--- src/rtl/core/dfp_pkg.sv ---
package dfp_pkg;

   typedef enum logic [2:0] {
      PH_IDLE  = 3'd0,
      PH_LEN   = 3'd1,
      PH_ID    = 3'd2,
      PH_DATA  = 3'd3,
      PH_FAIL1 = 3'd4,
      PH_FAIL2 = 3'd5,
      PH_FAIL3 = 3'd6
   } phase_type;

   typedef enum logic [1:0] {
      KIND_MESSAGE = 2'd0,
      KIND_RESTART = 2'd1,
      KIND_FAIL    = 2'd2
   } kind_type;

   localparam logic [7:0] BYTE_HEADER  = 8'h23;  // '#'
   localparam logic [7:0] BYTE_FAIL    = 8'h1A;
   localparam logic [7:0] BYTE_FILL    = 8'hFF;
   localparam logic [7:0] ASCII_ZERO   = 8'h30;  // '0'
   localparam logic [7:0] ID_RESTART   = 8'h40;  // '@'

   // only the first four payload bytes are ever packed into a result
   localparam int PACK_BYTES = 4;
   localparam int PACK_IDX_W = 2;

   typedef struct packed {
      kind_type    kind;
      logic [7:0]  id;
      logic [2:0]  len;
      logic [31:0] data;
   } result_type;

endpackage

--- src/rtl/core/dfp_parser.sv ---
module dfp_parser #(
   parameter int PAYLOAD_MAX = 5
) (
   input  logic                 clock,
   input  logic                 reset,
   input  logic                 step,
   input  logic [7:0]           rx_byte,
   output logic                 res_valid,
   output dfp_pkg::result_type  res
);

   localparam int CNT_W = $clog2(PAYLOAD_MAX + 1);
   localparam logic [7:0] LEN_LO = 8'(int'(dfp_pkg::ASCII_ZERO) + 2);
   localparam logic [7:0] LEN_HI = 8'(int'(dfp_pkg::ASCII_ZERO) + 1 + PAYLOAD_MAX);

   dfp_pkg::phase_type phase_ff, phase_in;
   logic [CNT_W-1:0]   expected_count_ff, expected_count_in;
   logic [CNT_W-1:0]   received_count_ff, received_count_in;
   logic [7:0]         held_id_ff, held_id_in;
   logic [7:0]         store_ff [dfp_pkg::PACK_BYTES];

   logic                          store_we;
   logic [dfp_pkg::PACK_IDX_W-1:0] store_idx;
   logic [CNT_W-1:0]              received_next;
   logic [31:0]                   packed_data;
   logic                          len_ok;

   always_ff @(posedge clock) begin
      if (reset) begin
         phase_ff          <= dfp_pkg::PH_IDLE;
         expected_count_ff <= '0;
         received_count_ff <= '0;
         held_id_ff        <= '0;
      end else if (step) begin
         phase_ff          <= phase_in;
         expected_count_ff <= expected_count_in;
         received_count_ff <= received_count_in;
         held_id_ff        <= held_id_in;
      end
   end

   always_ff @(posedge clock) begin
      if (step && store_we) begin
         store_ff[store_idx] <= rx_byte;
      end
   end

   // the byte that completes a frame is taken straight from the input
   always_comb begin
      packed_data = '0;
      for (int i = 0; i < dfp_pkg::PACK_BYTES; i++) begin
         if (CNT_W'(i) < expected_count_ff) begin
            if (CNT_W'(i) == received_count_ff) begin
               packed_data[8*i +: 8] = rx_byte;
            end else begin
               packed_data[8*i +: 8] = store_ff[i];
            end
         end
      end
   end

   assign received_next = received_count_ff + CNT_W'(1);
   assign store_idx     = received_count_ff[dfp_pkg::PACK_IDX_W-1:0];
   assign len_ok        = (rx_byte >= LEN_LO) && (rx_byte <= LEN_HI);

   always_comb begin
      phase_in          = phase_ff;
      expected_count_in = expected_count_ff;
      received_count_in = received_count_ff;
      held_id_in        = held_id_ff;
      store_we          = 1'b0;
      res_valid         = 1'b0;
      res               = '0;
      unique case (phase_ff)
         dfp_pkg::PH_IDLE: begin
            if (rx_byte == dfp_pkg::BYTE_HEADER) begin
               phase_in = dfp_pkg::PH_LEN;
            end else if (rx_byte == dfp_pkg::BYTE_FAIL) begin
               phase_in = dfp_pkg::PH_FAIL1;
            end
         end
         dfp_pkg::PH_LEN: begin
            if (len_ok) begin
               expected_count_in = CNT_W'(rx_byte - LEN_LO + 8'd1);
               received_count_in = '0;
               phase_in          = dfp_pkg::PH_ID;
            end else begin
               phase_in = dfp_pkg::PH_IDLE;
            end
         end
         dfp_pkg::PH_ID: begin
            held_id_in = rx_byte;
            phase_in   = dfp_pkg::PH_DATA;
         end
         dfp_pkg::PH_DATA: begin
            store_we          = (received_count_ff < CNT_W'(dfp_pkg::PACK_BYTES));
            received_count_in = received_next;
            if (received_next >= expected_count_ff) begin
               phase_in          = dfp_pkg::PH_IDLE;
               received_count_in = '0;
               if (expected_count_ff == CNT_W'(1) || expected_count_ff == CNT_W'(2) ||
                   expected_count_ff == CNT_W'(4)) begin
                  res_valid = 1'b1;
                  res.id    = held_id_ff;
                  res.len   = 3'(expected_count_ff);
                  res.data  = packed_data;
                  if (expected_count_ff == CNT_W'(1) && held_id_ff == dfp_pkg::ID_RESTART) begin
                     res.kind = dfp_pkg::KIND_RESTART;
                  end else begin
                     res.kind = dfp_pkg::KIND_MESSAGE;
                  end
               end
            end
         end
         dfp_pkg::PH_FAIL1: begin
            phase_in = (rx_byte == dfp_pkg::BYTE_FILL) ? dfp_pkg::PH_FAIL2 : dfp_pkg::PH_IDLE;
         end
         dfp_pkg::PH_FAIL2: begin
            phase_in = (rx_byte == dfp_pkg::BYTE_FILL) ? dfp_pkg::PH_FAIL3 : dfp_pkg::PH_IDLE;
         end
         dfp_pkg::PH_FAIL3: begin
            phase_in = dfp_pkg::PH_IDLE;
            if (rx_byte == dfp_pkg::BYTE_FILL) begin
               res_valid = 1'b1;
               res.kind  = dfp_pkg::KIND_FAIL;
            end
         end
         default: begin
            phase_in = dfp_pkg::PH_IDLE;
         end
      endcase
   end

endmodule

--- src/rtl/core/dfp_rsp_reg.sv ---
module dfp_rsp_reg (
   input  logic                 clock,
   input  logic                 reset,
   input  logic                 load,
   input  dfp_pkg::result_type  res,
   input  logic                 rsp_stall,
   output logic                 ready,
   output logic                 rsp_valid,
   output dfp_pkg::result_type  rsp_res
);

   logic                valid_ff, valid_in;
   dfp_pkg::result_type res_ff;

   // a held transaction frees the register in the cycle it is taken
   assign ready    = !valid_ff || !rsp_stall;
   assign valid_in = load || (valid_ff && rsp_stall);

   always_ff @(posedge clock) begin
      if (reset) begin
         valid_ff <= 1'b0;
      end else begin
         valid_ff <= valid_in;
      end
   end

   always_ff @(posedge clock) begin
      if (load) begin
         res_ff <= res;
      end
   end

   assign rsp_valid = valid_ff;
   assign rsp_res   = res_ff;

endmodule

--- src/rtl/core/display_frame_parser.sv ---
// display_frame_parser: deframes bytes from a serial display link.
// req channel: one received byte per transaction on req_rx_byte, taken at
//    an edge with req_valid high and req_stall low.
// rsp channel: one result per fail sequence or completed 1-, 2- or 4-byte frame:
//    kind (message, restart request, fail notice), identifier, payload
//    length and up to four payload bytes, first byte in the low bits.
// Frame: '#', length digit, identifier, then length-1 payload bytes.
// Fail notice: 0x1A followed by three 0xFF bytes.
// Path: the byte that completes a result passes the input register, then
//    the result register; rsp_valid rises when the result is loaded there.
// Throughput: one byte per cycle while req_stall is low.
// Stall: bytes that produce no result keep flowing while a result waits;
//    a byte that would produce a result waits in the input register until
//    the result register is free, and req_stall stays high meanwhile.
// Reset: synchronous; returns the parser to idle and empties both
//    registers. No start-up sweep is needed.
module display_frame_parser #(
   parameter int PAYLOAD_MAX = 5
) (
   input  logic         clock,
   input  logic         reset,
   input  logic         req_valid,
   output logic         req_stall,
   input  logic [7:0]   req_rx_byte,
   output logic         rsp_valid,
   input  logic         rsp_stall,
   output logic [1:0]   rsp_result_kind,
   output logic [7:0]   rsp_message_id,
   output logic [2:0]   rsp_payload_length,
   output logic [31:0]  rsp_payload_bytes
);

   logic                in_valid_ff, in_valid_in;
   logic [7:0]          in_byte_ff, in_byte_in;
   logic                advance;
   logic                res_valid;
   logic                out_ready;
   dfp_pkg::result_type res;
   dfp_pkg::result_type rsp_res;

   assign advance     = in_valid_ff && (!res_valid || out_ready);
   assign req_stall   = in_valid_ff && !advance;
   assign in_valid_in = req_stall ? in_valid_ff : req_valid;
   assign in_byte_in  = (req_valid && !req_stall) ? req_rx_byte : in_byte_ff;

   always_ff @(posedge clock) begin
      if (reset) begin
         in_valid_ff <= 1'b0;
      end else begin
         in_valid_ff <= in_valid_in;
      end
   end

   always_ff @(posedge clock) begin
      in_byte_ff <= in_byte_in;
   end

   dfp_parser #(
      .PAYLOAD_MAX (PAYLOAD_MAX)
   ) u_parser (
      .clock     (clock),
      .reset     (reset),
      .step      (advance),
      .rx_byte   (in_byte_ff),
      .res_valid (res_valid),
      .res       (res)
   );

   dfp_rsp_reg u_rsp_reg (
      .clock     (clock),
      .reset     (reset),
      .load      (advance && res_valid),
      .res       (res),
      .rsp_stall (rsp_stall),
      .ready     (out_ready),
      .rsp_valid (rsp_valid),
      .rsp_res   (rsp_res)
   );

   assign rsp_result_kind    = rsp_res.kind;
   assign rsp_message_id     = rsp_res.id;
   assign rsp_payload_length = rsp_res.len;
   assign rsp_payload_bytes  = rsp_res.data;

`ifndef NO_ASSERTIONS
   a_fail_fields_zero: assert property (@(posedge clock) disable iff (reset)
      rsp_valid && rsp_result_kind == dfp_pkg::KIND_FAIL |->
         rsp_message_id == 8'd0 && rsp_payload_length == 3'd0 && rsp_payload_bytes == 32'd0)
      else $error("fail notice carries nonzero fields");

   a_message_length: assert property (@(posedge clock) disable iff (reset)
      rsp_valid && rsp_result_kind == dfp_pkg::KIND_MESSAGE |->
         rsp_payload_length == 3'd1 || rsp_payload_length == 3'd2 ||
         rsp_payload_length == 3'd4)
      else $error("message with unsupported payload length");

   a_restart_fields: assert property (@(posedge clock) disable iff (reset)
      rsp_valid && rsp_result_kind == dfp_pkg::KIND_RESTART |->
         rsp_message_id == dfp_pkg::ID_RESTART && rsp_payload_length == 3'd1 &&
         rsp_payload_bytes[31:8] == 24'd0)
      else $error("restart request with wrong fields");

   a_no_load_over_held: assert property (@(posedge clock) disable iff (reset)
      rsp_valid && rsp_stall |=> rsp_valid && $stable(rsp_payload_bytes))
      else $error("held result overwritten while stalled");
`endif

endmodule
--- config.mk ---
export PLATFORM = sky130hd
export DESIGN_NAME = display_frame_parser
export DESIGN_NICKNAME = d
export VERILOG_FILES = /design/src/rtl/core/dfp_pkg.sv /design/src/rtl/core/dfp_parser.sv /design/src/rtl/core/dfp_rsp_reg.sv /design/src/rtl/core/display_frame_parser.sv
export SDC_FILE = /design/constraint.sdc
export NUM_CORES = 1
export LEC_CHECK = 0
export BUFFER_PORTS_ARGS = -buffer_cell sky130_fd_sc_hd__buf_2
export CAP_MARGIN = 20
export CELL_PAD_IN_SITES_DETAIL_PLACEMENT = 0
export CELL_PAD_IN_SITES_GLOBAL_PLACEMENT = 1
export CORE_AREA = 2 2 90 126
export DETAILED_ROUTE_END_ITERATION = 10
export DIE_AREA = 0 0 92 128
export PLACE_DENSITY_LB_ADDON = 0.08
export SETUP_SLACK_MARGIN = 0.5
export SLEW_MARGIN = 0
export SYNTH_ARGS = -nofsm -noshare
export SYNTH_HDL_FRONTEND = slang
export SYNTH_HIERARCHICAL = 1
export SYNTH_SLANG_ARGS = --single-unit
--- constraint.sdc ---
create_clock -name clock -period 4.4 [get_ports clock]
set_input_delay 0.88 -clock clock [delete_from_list [all_inputs] [get_ports clock]]
set_output_delay 0.88 -clock clock [all_outputs]
set_load 0.02 [all_outputs]
==> results.yml <==
outcome:
  status: "finished clean"
cts:
  htreeDepth: 3
  clkSlewWorstSetupHoldPaths_ns: 0.06
  clk_root_buffer_cell: "clkbuf_16"
  cts_buffers: 9
  cts_tree: "built"
  clk_path_buf_depth: 2
  cts_setup_buffers: 0
  clock-sinks: 104
  clk_latency_ns: 0.34
critical_path:
  endpoint_kind: "output pin"
  rr_startpoint: "u_parser/received_count_ff[0]"
  r2r-end: "u_parser/store_ff[3][6]"
  reg2regPathDepth: 11
  cp_max_fo: 9
  r2r_slack_ns: 0.89
  arrival_ns: 2.77
  crit_path_start_kind: "flip-flop"
  cp.required_ns: 3.52
  path_class: "flip-flop to output pin"
finish:
  drive_gt1_frac: 0.233
  layout.cells.non_filler: 549
  nets: 426
  areaGrowthSynthToFinish_pct: 18.6
  final.fill_count: 1011
  final_cell_area_um2: 5200
  antennaDiodeCount: 0
  utilization: 0.486
placement:
  post_dp_cell_area_um2: 4910
  dp_slack_ns: 0.776
  dp_cells: 533
  routabilityCongestion: 0.761
  dpl.hpwl_um: 6000
  port_buffers: 58
floorplanning:
  start_util: 0.410
  die_area_um2: 11800
  die_w_um: 92
  die_h_um: 128
  core.rowCount: 45
  core_um2: 10700
  top_level_ports: 59
synthesis:
  yosysMostFrequentCell: "edfxtp_1"
  ys_types: 41
  ys_seq_elements: 104
  ys_seq_area_frac: 0.669
  synth_compound_area_frac: 0.0531
  synth_top_family_by_area: "simple AND/OR/NAND/NOR gates"
  synthSimpleGateAreaFrac: 0.143
  avgSynthCellArea_um2: 13.2
  yosys_warnings: 6
  netlist_top_cells_area: "edfxtp_1, dfxtp_1, mux2i_1"
  synth_top_area_frac: 0.582
  async_flop_share: 0
  synth_fp_nets: 356
  synth_ff_type: "edfxtp_1"
  synthCells: 333
  yosys-top-cells-count: "edfxtp_1, nor2_1, mux2i_1"
  synth.cell_area_um2: 4390
  synth-edff-count: 85
  synth_xor_area_frac: 0.00200
  yosysTopAreaCell: "edfxtp_1"
  synthAdderAreaFrac: 0.0314
  muxShareOfSynthArea: 0.0810
route:
  wire_per_inst_um: 15.8
  drc_errors: 0
  wl_um: 8650
  via_per_inst: 4.90
  drt.antenna.violating_nets: 0
  drt-initial-drc-count: 111
  vias: 2692
  first_pass_iters: 4
sta:
  fin_skew_ns: 0.00627
  fin_tns_setup_ns: 0
  setup_slack_ns: 0.746
  setup_viol: 0
  drv_slew: 0
  slew_headroom: 0.522
  finalCriticalPeriod_ns: 3.65
  fin_crit_sh: 0.830
  rsz0062_at_grt: "false"
  hold_viol: 0
  fmax_ghz: 0.274
  hold_slack_ns: 0.512
  worst_pin_slew_ns: 0.710
min_path:
  holdCritStartpoint: "u_parser/received_count_ff[2]"
  hp-class: "flip-flop to flip-flop"
  hold_end: "u_parser/received_count_ff[2]"
  hold_depth: 2
grt:
  grt_max_degree: 32
  grt_pass1_wl_um: 13400
  grt.total_usage: 0.154
  antenna_found_initial: 0
  grt_pass1_vias: 2510
  gr-total-overflow: 0
run:
  maxCapViolCount: 0
pwr:
  finalPower_mw: 1.89
  ir_worst_vdd_v: 0.000189
  leakage_nw: 2.13
  power_density_nw_per_um2: 364
==> how the worst max path moves through the flow <==
stage	startpoint	end
6_report	u_parser/received_count_ff[0]	req_stall
5_1_grt	u_parser/received_count_ff[0]	req_stall
4_1_cts	u_parser/received_count_ff[0]	req_stall
3_5_place_dp	u_parser/received_count_ff[0]	u_parser/store_ff[0][1]
3_3_place_gp	u_parser/received_count_ff[0]	u_parser/store_ff[3][6]
2_1_floorplan	u_parser/received_count_ff[0]	u_rsp_reg/rsp_res[0]
==> metal layers <==
metal  global-route usage  share of wire  wire length, um  vias up
met2                0.251           0.49             4260       59
met1                0.192           0.44             3810     1262
met3               0.0317          0.039              337       14
met5                    0              0                0        -
met4               0.0869          0.028              238        0
li1                     -              -                -     1357
==> worst max-delay path: stages (launching register included) <==
cell and delay, ns:
dfxtp_1 0.37, ha_1 0.23, ha_1 0.31, inv_1 0.05
ha_1 0.30, nand2_1 0.09, o21ai_2 0.24, o211a_2 0.33
or2_2 0.16, nand2_2 0.10, nor2_1 0.10, buf_2 0.16
==> cell type report <==
cell class	count	area [um2]	share of cell area
Multi-Input combinational cell	207	1380	0.265
Sequential cell	104	2930	0.564
Inverter	12	45.0	0.00866
Clock buffer	13	240	0.0462
Clock inverter	3	42.5	0.00818
Timing Repair Buffer	69	385	0.0741
Tap cell	141	176	0.0339
==> power by group <==
group | total, mW | leakage, nW | internal, mW | switching, mW
logic | 0.0648 | 0.965 | 0.0213 | 0.0435
registers | 1.07 | 1.03 | 1.06 | 0.00379
clock network | 0.759 | 0.135 | 0.441 | 0.318
==> flip-flops by register name, summed over array words and instances (netlist names) <==
signal,cells
u_parser/expected_count_ff,3
u_rsp_reg/rsp_res,45
u_parser/received_count_ff,3
in_byte_ff,8
u_parser/held_id_ff,8
u_parser/store_ff,32
u_parser/phase_ff,3
in_valid_ff,1
u_rsp_reg/rsp_valid,1
==> cells in the final DEF (no fill, tap or decap), types with 2 or more instances in the layout <==
cell / netlist / layout
edfxtp_1: 85 / 85
buf_2: 0 / 58
nor2_1: 45 / 44
mux2i_1: 34 / 34
nand2_1: 26 / 25
dfxtp_1: 19 / 19
and2_1: 13 / 13
inv_1: 12 / 12
a21oi_1: 13 / 12
ha_1: 11 / 11
buf_4: 0 / 10
clkbuf_16: 0 / 9
nand2b_1: 6 / 6
nor4_1: 6 / 6
nor3_1: 5 / 5
o21ai_0: 5 / 5
o21a_1: 4 / 4
clkbuf_1: 6 / 4
nor2b_1: 3 / 3
or4_1: 3 / 3
and3_1: 3 / 3
or3b_2: 3 / 3
a31oi_1: 3 / 3
nand3_1: 2 / 2
o211ai_1: 2 / 2
nand4_1: 2 / 2
nor4b_1: 2 / 2
a311oi_1: 2 / 2
==> repair_timing <==
item	in CTS	in global routing
hold buffers	0	0
resized for setup	0	4
endpoints found under the setup margin	0	1
==> cells by family after synthesis <==
family | after synthesis
DFF | 104
adders and majority gates | 11
muxes | 35
and+or+nand+nor | 124
buffers and inverters | 22
AOI/OAI and AO/OA | 36
xor gates and xnor gates | 1
(Power assumes the default switching activity.)
